[config.mk]
export PLATFORM = sky130hd
export DESIGN_NAME = sic_div_cell
export DESIGN_NICKNAME = d
export VERILOG_FILES = /design/src/rtl/segment_intersection_classifier_core_macros.svh /design/src/rtl/sic_pkg.sv /design/src/rtl/sic_div_cell.sv
export SDC_FILE = /design/constraint.sdc
export NUM_CORES = 1
export LEC_CHECK = 0
export BUFFER_PORTS_ARGS = -buffer_cell sky130_fd_sc_hd__buf_2
export CAP_MARGIN = 20
export CORE_MARGIN = 5
export CORE_UTILIZATION = 40
export DETAILED_ROUTE_END_ITERATION = 8
export PLACE_DENSITY = 0.62
export SYNTH_ARGS = -nofsm -noshare
export SYNTH_HDL_FRONTEND = slang
export SYNTH_SLANG_ARGS = --single-unit
[constraint.sdc]
create_clock -name clk_i -period 6.5 [get_ports clk_i]
set_input_delay 0 -clock clk_i [delete_from_list [all_inputs] [get_ports clk_i]]
set_output_delay 0 -clock clk_i [all_outputs]
set_load 0.01 [all_outputs]
[src/rtl/segment_intersection_classifier_core_macros.svh]
// Assertion macros used by the top level of the segment intersection classifier RTL.
`ifndef SEGMENT_INTERSECTION_CLASSIFIER_CORE_MACROS_SVH
`define SEGMENT_INTERSECTION_CLASSIFIER_CORE_MACROS_SVH

// Implication in the same cycle, checked outside reset.
`define SIC_ASSERT_NOW(label, ante, cons, msg) \
  label: assert property (@(posedge clk_i) disable iff (!rst_ni) (ante) |-> (cons)) \
    else $error(msg);

// Implication in the next cycle, checked outside reset.
`define SIC_ASSERT_NEXT(label, ante, cons, msg) \
  label: assert property (@(posedge clk_i) disable iff (!rst_ni) (ante) |=> (cons)) \
    else $error(msg);

`endif

[src/rtl/sic_pkg.sv]
// Package with widths, codes and payload types of the segment intersection classifier.
package sic_pkg;

  localparam int COORD_BITS = 32;
  localparam int FRAC_BITS  = 16;
  localparam int DW = COORD_BITS + 1;   // coordinate difference
  localparam int PW = 2 * DW;           // product of two differences
  localparam int AW = PW + 1;           // difference of two products
  localparam int QW = FRAC_BITS + 1;    // ratio width
  localparam int NPROD = 12;
  localparam int NAREA = 6;

  typedef enum logic [1:0] {
    KIND_NONE    = 2'd0,
    KIND_CROSS   = 2'd1,
    KIND_TOUCH   = 2'd2,
    KIND_OVERLAP = 2'd3
  } kind_e;

  typedef struct packed {
    logic signed [COORD_BITS-1:0] ax;
    logic signed [COORD_BITS-1:0] ay;
    logic signed [COORD_BITS-1:0] bx;
    logic signed [COORD_BITS-1:0] by;
    logic signed [COORD_BITS-1:0] cx;
    logic signed [COORD_BITS-1:0] cy;
    logic signed [COORD_BITS-1:0] dx;
    logic signed [COORD_BITS-1:0] dy;
  } seg_pair_t;

  typedef struct packed {
    kind_e           kind;
    logic [QW-1:0]   s_ratio;
    logic [QW-1:0]   t_ratio;
  } seg_result_t;

  // Handshake and class of one item moving between datapath cells.
  typedef struct packed {
    logic  valid;
    kind_e kind;
  } cell_ctl_t;

endpackage

[src/rtl/sic_div_cell.sv]
// One restoring division cell: yields one quotient bit of each ratio and passes on.
module sic_div_cell import sic_pkg::*; (
  input  logic          clk_i,
  input  logic          rst_ni,
  input  cell_ctl_t     ctl_i,
  output logic          ready_o,
  input  logic [AW-1:0] rs_i,
  input  logic [AW-1:0] rt_i,
  input  logic [AW-1:0] m_i,
  input  logic [QW-1:0] qs_i,
  input  logic [QW-1:0] qt_i,
  output cell_ctl_t     ctl_o,
  input  logic          ready_i,
  output logic [AW-1:0] rs_o,
  output logic [AW-1:0] rt_o,
  output logic [AW-1:0] m_o,
  output logic [QW-1:0] qs_o,
  output logic [QW-1:0] qt_o
);

  logic          valid_q;
  kind_e         kind_q;
  logic [AW-1:0] rs_q, rt_q, m_q, rs_d, rt_d;
  logic [QW-1:0] qs_q, qt_q;
  logic          bs, bt;

  assign ready_o = !valid_q || ready_i;

  assign bs   = rs_i >= m_i;
  assign bt   = rt_i >= m_i;
  assign rs_d = (bs ? rs_i - m_i : rs_i) << 1;
  assign rt_d = (bt ? rt_i - m_i : rt_i) << 1;

  always_ff @(posedge clk_i or negedge rst_ni) begin
    if (!rst_ni) begin
      valid_q <= 1'b0;
    end else if (ready_o) begin
      valid_q <= ctl_i.valid;
    end
  end

  always_ff @(posedge clk_i) begin
    if (ready_o && ctl_i.valid) begin
      kind_q <= ctl_i.kind;
      rs_q   <= rs_d;
      rt_q   <= rt_d;
      m_q    <= m_i;
      qs_q   <= {qs_i[QW-2:0], bs};
      qt_q   <= {qt_i[QW-2:0], bt};
    end
  end

  assign ctl_o.valid = valid_q;
  assign ctl_o.kind  = kind_q;
  assign rs_o = rs_q;
  assign rt_o = rt_q;
  assign m_o  = m_q;
  assign qs_o = qs_q;
  assign qt_o = qt_q;

endmodule

* Word level (Yosys, flattened, before mapping)
Cells that the tools add are included.
Widths: inputs -> output; s select.
** Word-level totals
- Latch bits :: 0
- Input port bits :: 241
- Bits in registers :: 236
- Memory bits (read-only) :: 0
- Memory bits (writable) :: 0
- Memories kept :: 0
** Operators by class
- Divide/modulo/power cells :: 0
- Muxes and demuxes :: 2
- Reductions and logical operators :: 3
- Equal/unequal tests :: 0
- Bitwise operators :: 0
- Add/subtract/negate cells :: 2
- Magnitude comparators :: 2
- $mul :: 0
- Shifts and indexed selects :: 0
** Operator list (number)
- $ge 67x67->1 :: 2
- $mux 66 :: 2
- $sub 66x66->66 :: 2
- $logic_and 1x1->1 :: 1
- $logic_not 1->1 :: 1
- $logic_or 1x1->1 :: 1

* Depth between registers and ports, before layout
- Depth in word-level cells :: 3
- Gate-level depth with buffers :: 15

* Worst setup path before layout
No wires, ideal clock.
- Kind :: register -> register
- Start :: register valid_q
- End :: register kind_q[0], enable pin
- Path buffers :: 0
- Data arrival time :: 5.901 ns
- Period minus slack after synthesis :: 6.527 ns
- Stages on the path, launching flop included :: 3
- Setup slack :: -0.027 ns
- Setup time :: 0.626 ns
- Cells stage by stage :: dfrtp_1 nand2b_1 and2_1
** Between the ends
- Word-level cells in the longest chain between the ends :: 3
** RTL lines
- start: declaration :: RTL line sic_div_cell.sv:21 : logic valid_q;
- start signal: assignment :: RTL line sic_div_cell.sv:38 : valid_q <= ctl_i.valid;
- $logic_not 1->1 :: RTL line sic_div_cell.sv:27 : assign ready_o = !valid_q || ready_i;
- $logic_or 1x1->1 :: RTL line sic_div_cell.sv:27
- named net ready_o :: RTL line sic_div_cell.sv:6 : output logic ready_o,
- $logic_and 1x1->1 :: RTL line sic_div_cell.sv:43 : if (ready_o && ctl_i.valid) begin
- end signal: assignment :: RTL line sic_div_cell.sv:44 : kind_q <= ctl_i.kind;
- end: declaration :: RTL line sic_div_cell.sv:22 : kind_e kind_q;
The timed path passes the listed nets, and every way through them passes these cells.
A chain may end at the register's enable or synchronous reset.

* Worst setup path in the final report
- Start :: input port m_i[1]
- End :: register rs_q[55], in the netlist rs_o[55], data pin
** Between the ends
- Word-level cells in the longest chain between the ends :: 2
- Elaborated cells on any way between the ends :: 3
- Those cells by class :: add/sub: 1; order compare: 1; mux: 1
** RTL lines
- start: declaration :: RTL line sic_div_cell.sv:9 : input logic [AW-1:0] m_i,
- $sub 66x66->66 / $ge 67x67->1 (equally long branches) :: RTL line sic_div_cell.sv:31, sic_div_cell.sv:29
- $mux 66 (*) :: RTL line sic_div_cell.sv:31 : assign rs_d = (bs ? rs_i - m_i : rs_i) << 1;
- named net rs_d[55] :: RTL line sic_div_cell.sv:23 : logic [AW-1:0] rs_q, rt_q, m_q, rs_d, rt_d;
- end signal: assignment :: RTL line sic_div_cell.sv:45 : rs_q <= rs_d;
- end: declaration :: RTL line sic_div_cell.sv:23
The timed path passes the listed nets; every way through them passes the cells marked *.

==> results.txt <==
The number of maximum-capacitance constraint violations came out at 0. Cells with a size suffix above 1 make up 25.59% of the layout. The placement-stage worst setup slack came out at 1.806 ns. The most used flip-flop cell after synthesis is sky130_fd_sc_hd__edfxtp_1.

The die extent in x came out at 216.2 um. The number of clock sinks is 236. Net switching is 31.20% of the power. The startpoint identified for the worst hold timing path is rs_i[66]. The count of final hold-check violations is 0. The number of synthesized flops with an enable pin is 235. The number of slew-limit violations in the final report is 0. The min-delay analysis places its worst path in the category in -> reg. The per-instance average area after synthesis is 9.966 um2. The buffers inserted during post-CTS setup optimization is 0. The area inside the core boundary came out at 0.04204 mm2.

Dividing the detail-routed via count by the number of cells gives 5.468. The worst path in the final design needs a cycle of 4.621 ns, including I/O delays and setup. By area, the combinational part of the netlist is dominated by compound AO/OA/AOI/OAI gates. The layout overhead on the synthesized area came out at 35.57%. The die area came out at 0.04673 mm2.

The total negative slack for setup checks came out at 0 ns. The via count of the first global-routing pass is 16380. The setup slack after layout is 1.879 ns. The worst setup skew after layout came out at 0.01480 ns. The number of buffers and inverters on the critical path is 4. In this run the static leakage power is 0.01015 uW. The slack of the worst reg-to-reg path is 4.42 ns. During I/O placement, the number of pins put on the boundary was 480. The maximum operating frequency is 216.4 MHz. The share of synthesized area spent on multiplexers came out at 5.320%. The relative slew slack came out at 33.77%. The area occupied by multi-input gates came out at 0.009066 mm2.

The post-detailed-routing wire length came out at 60830 um. The smallest hold slack is 0.1369 ns. In the routed design, unresolved DRC markers number 0. The largest net degree at the start of global routing is 142. The wire length per cell is 20.70 um. The data arrival time of the critical path is 4.94 ns. The length of the first detailed-routing pass in iterations came out at 5. After synthesis the netlist holds a flip-flop and latch count of 236.

The HPWL after detailed placement is 47190 um. STA classifies the critical path startpoint as a primary input. Across all layers, the routed design uses 16070 vias. The count of buffers added on input and output ports is 475. In this run, flip-flops and latches consume 36.7% of the power. For this block, the initial DRC count from the detailed router was 1170. CTS placed an instance of sky130_fd_sc_hd__clkbuf_16 at the clock tree root. The Yosys warning count came out at 0. The compound-gate portion of the synthesized area is 20.36%. The internal power summed over all cells is 3533 uW. The required time of the critical path came out at 6.82 ns.

The maximum buffer depth of the clock tree came out at 3. The run finished with clean final reports. The area of all sequential standard cells came out at 0.007082 mm2. The worst register-to-register path ends at m_o[22].

The most numerous cell type found on the critical path is sky130_fd_sc_hd__o31a_1. The number of antenna violations at the first check in global routing is 1. The critical path in this run is classified as in -> reg. The final-report setup violation count is 0. The synthesized-area fraction occupied by adder cells is 10.10%.

The total of fill cells in the finished design is 3741. The kind of end point of the critical path is a register. Of all nets on the critical path, the largest fanout is 64. The worst register-to-register path has a depth of 3. The cell area that synthesis handed to floorplanning was 0.01700 mm2.

The portion of the post-synthesis area used by sequential elements came out at 41.65%. The share of synthesized flip-flops with an asynchronous set or reset came out at 0.4237%. Buffers inserted during clock tree synthesis total 30.

The maximum ir drop on the vdd rail is 0.0001741 V. In this run the critical register-to-register path is launched from valid_q. The cell count after synthesis came out at 1706. Setup repair after global routing left no endpoint under its margin. The path with the worst hold slack has its endpoint at rs_o[64]. The net count of the finished layout is 2755.

The highest cell delay on the worst timing path is 0.83 ns. Leaving out fill and tap cells, the most frequent cell in the layout is sky130_fd_sc_hd__buf_2. The global-route total usage across every layer is 24.73%. After clock tree synthesis, the clock-pin slew on the worst setup and hold paths is 0.06 ns. The worst hold path was traced through 5 stages. The count of standard-cell rows came out at 75. Walking the worst path, the cells encountered are dlygate4sd3_1 > buf_2 > inv_1 > ha_1 > nor2b_1 > o31a_1 > o31a_1 > o311ai_1 > a21oi_2 > o21ai_2 > o31ai_2 > a31oi_4 > buf_12 > mux2_1. The final global-route overflow total is 0. The worst path uses 71.09% of the clock period. The combinational share of power came out at 31.0%.

At the later pin of the worst-skew pair, clock insertion delay measures 0.57 ns. The slowest cell on the critical path is sky130_fd_sc_hd__o311ai_1. TritonCTS built the clock tree. The H-tree depth is 1.

Summing the areas of all xor and xnor instances in the mapped netlist gives 6.336% of the synthesized area. The clock network fraction of total power is 32.2%. The die boundary height came out at 216.2 um.

The synthesized netlist devotes 11.15% of its cell area to simple gates. The total power divided by cell area came out at 222.7 mW/mm2. The first global-routing pass estimated 92660 um of wire.

Once the floorplan was initialized, standard cells occupied 40.44% of the core. The last weighted congestion value of the routability-driven placer came out at 0.9339. The synthesized netlist contains 82 unique library cells. The net switching power is 1602 uW. The transition time of the tightest slew-check pin came out at 0.9934 ns. Leaving out fill and tap cells, the most frequent cells in the layout are sky130_fd_sc_hd__buf_2 (475), sky130_fd_sc_hd__dlygate4sd3_1 (237), sky130_fd_sc_hd__edfxtp_1 (235). The detail route stage leaves a number of antenna-violating nets equal to 0.

Broken down by cell family, the worst path's largest delay share belongs to compound AO/OA/AOI/OAI gates.
flip-flops by register name (all words and copies together) (netlist names):
register and flops:
qs_o 17, rt_o 66, rs_o 66, valid_q 1
m_o 67, qt_o 17, kind_q 2
worst reg2reg max path: stages, from the launching register on:
cell and delay [ns]:
sky130_fd_sc_hd__dfrtp_1 0.37, sky130_fd_sc_hd__nand2b_1 0.12, sky130_fd_sc_hd__and2_4 0.33, sky130_fd_sc_hd__buf_4 0.79
worst max-delay path by stage:
| stage | from | end | slack [ns] | depth (start not counted) |
|---|---|---|---|---|
| 4_1_cts | m_i[1] | rs_o[47] | 1.84 | 14 |
| 6_report | m_i[1] | rs_o[55] | 1.88 | 14 |
| 3_3_place_gp | m_i[1] | rs_o[55] | 1.87 | 13 |
| 2_1_floorplan | valid_q | kind_q[0] | 2.63 | 2 |
| 3_5_place_dp | m_i[1] | rs_o[55] | 1.81 | 13 |
| 5_1_grt | m_i[1] | rs_o[55] | 1.53 | 14 |
layer usage:
metal  wire length [um]  up-vias  GRT usage [%]
met1              25360     7640          31.68
met5                  0        -              0
met3               4287      148          4.800
met4               2441        0          9.137
met2              28750      616          41.73
li1                   -     7665              -
synth_stat cells, types with 6 or more instances:
cell type	n	area share (%)
sky130_fd_sc_hd__edfxtp_1	235	42
sky130_fd_sc_hd__nand2_1	162	3.6
sky130_fd_sc_hd__a21oi_1	154	4.5
sky130_fd_sc_hd__ha_1	134	9.9
sky130_fd_sc_hd__o21ai_0	131	3.9
sky130_fd_sc_hd__inv_1	112	2.5
sky130_fd_sc_hd__nor2_1	85	1.9
sky130_fd_sc_hd__a21o_1	76	3.4
sky130_fd_sc_hd__xnor2_1	76	3.9
sky130_fd_sc_hd__xor2_1	47	2.4
sky130_fd_sc_hd__nand4_1	41	1.5
sky130_fd_sc_hd__clkbuf_1	40	0.88
sky130_fd_sc_hd__mux2_2	38	2.5
sky130_fd_sc_hd__o21bai_1	33	1.5
sky130_fd_sc_hd__nand3_1	30	0.88
sky130_fd_sc_hd__nor3_1	30	0.88
sky130_fd_sc_hd__mux2_4	24	2.1
sky130_fd_sc_hd__a31oi_1	20	0.74
sky130_fd_sc_hd__buf_2	17	0.50
sky130_fd_sc_hd__o21a_1	15	0.66
sky130_fd_sc_hd__and3_1	14	0.52
sky130_fd_sc_hd__o211ai_1	14	0.62
sky130_fd_sc_hd__buf_4	13	0.57
sky130_fd_sc_hd__a211oi_1	12	0.53
sky130_fd_sc_hd__nand2b_1	9	0.33
sky130_fd_sc_hd__nor2b_1	8	0.29
sky130_fd_sc_hd__o21ai_1	8	0.24
sky130_fd_sc_hd__a21boi_0	7	0.31
sky130_fd_sc_hd__and2_1	7	0.26
sky130_fd_sc_hd__or3_1	7	0.26
sky130_fd_sc_hd__mux2i_1	6	0.35
power groups by stage:
stage / Clock (uW) / Combinational (uW) / Sequential [uW]
floorplan: 0 / 919 / 1990
global placement: 0 / 1440 / 1910
detailed placement: 0 / 1460 / 1920
CTS: 1700 / 1580 / 1890
global route: 1750 / 1740 / 1900
finish: 1660 / 1590 / 1890
cell families (layout without fill, tap and decap cells):
group / after synthesis / count (layout)
compound gates: 536 / 536
xor+xnor: 123 / 123
fa+ha+maj: 136 / 136
buf+inv: 191 / 883
flops: 236 / 236
mux: 73 / 73
other cells: 1 / 3
simple gates: 410 / 410
stage by stage:
step / instance area (um2) / power [uW] / instances / util [%]
after floorplan: 17010 / 2907 / 1707 / -
after global placement: 19700 / 3359 / 2648 / 46.86
after detailed placement: 19700 / 3373 / 2648 / 46.86
after CTS: 23050 / 5168 / 2938 / 54.82
after global routing: 23050 / 5387 / 2939 / 54.83
final: 23050 / 5134 / 2939 / 54.83
final cells by class:
type | instances | share of cell area [%]
Multi-Input combinational cell | 1280 | 39.33
Antenna cell | 1 | 0.01086
Sequential cell | 236 | 30.72
Clock inverter | 11 | 0.5211
Clock buffer | 42 | 3.718
Inverter | 113 | 1.840
Tap cell | 539 | 2.926
Timing Repair Buffer | 717 | 20.93
what timing repair did:
item | 4_1_cts | 5_1_grt
endpoints found under the hold margin | 252 | 0
resized for setup | 0 | 0
hold buffers | 237 | 0
(Power assumes the default switching activity.)
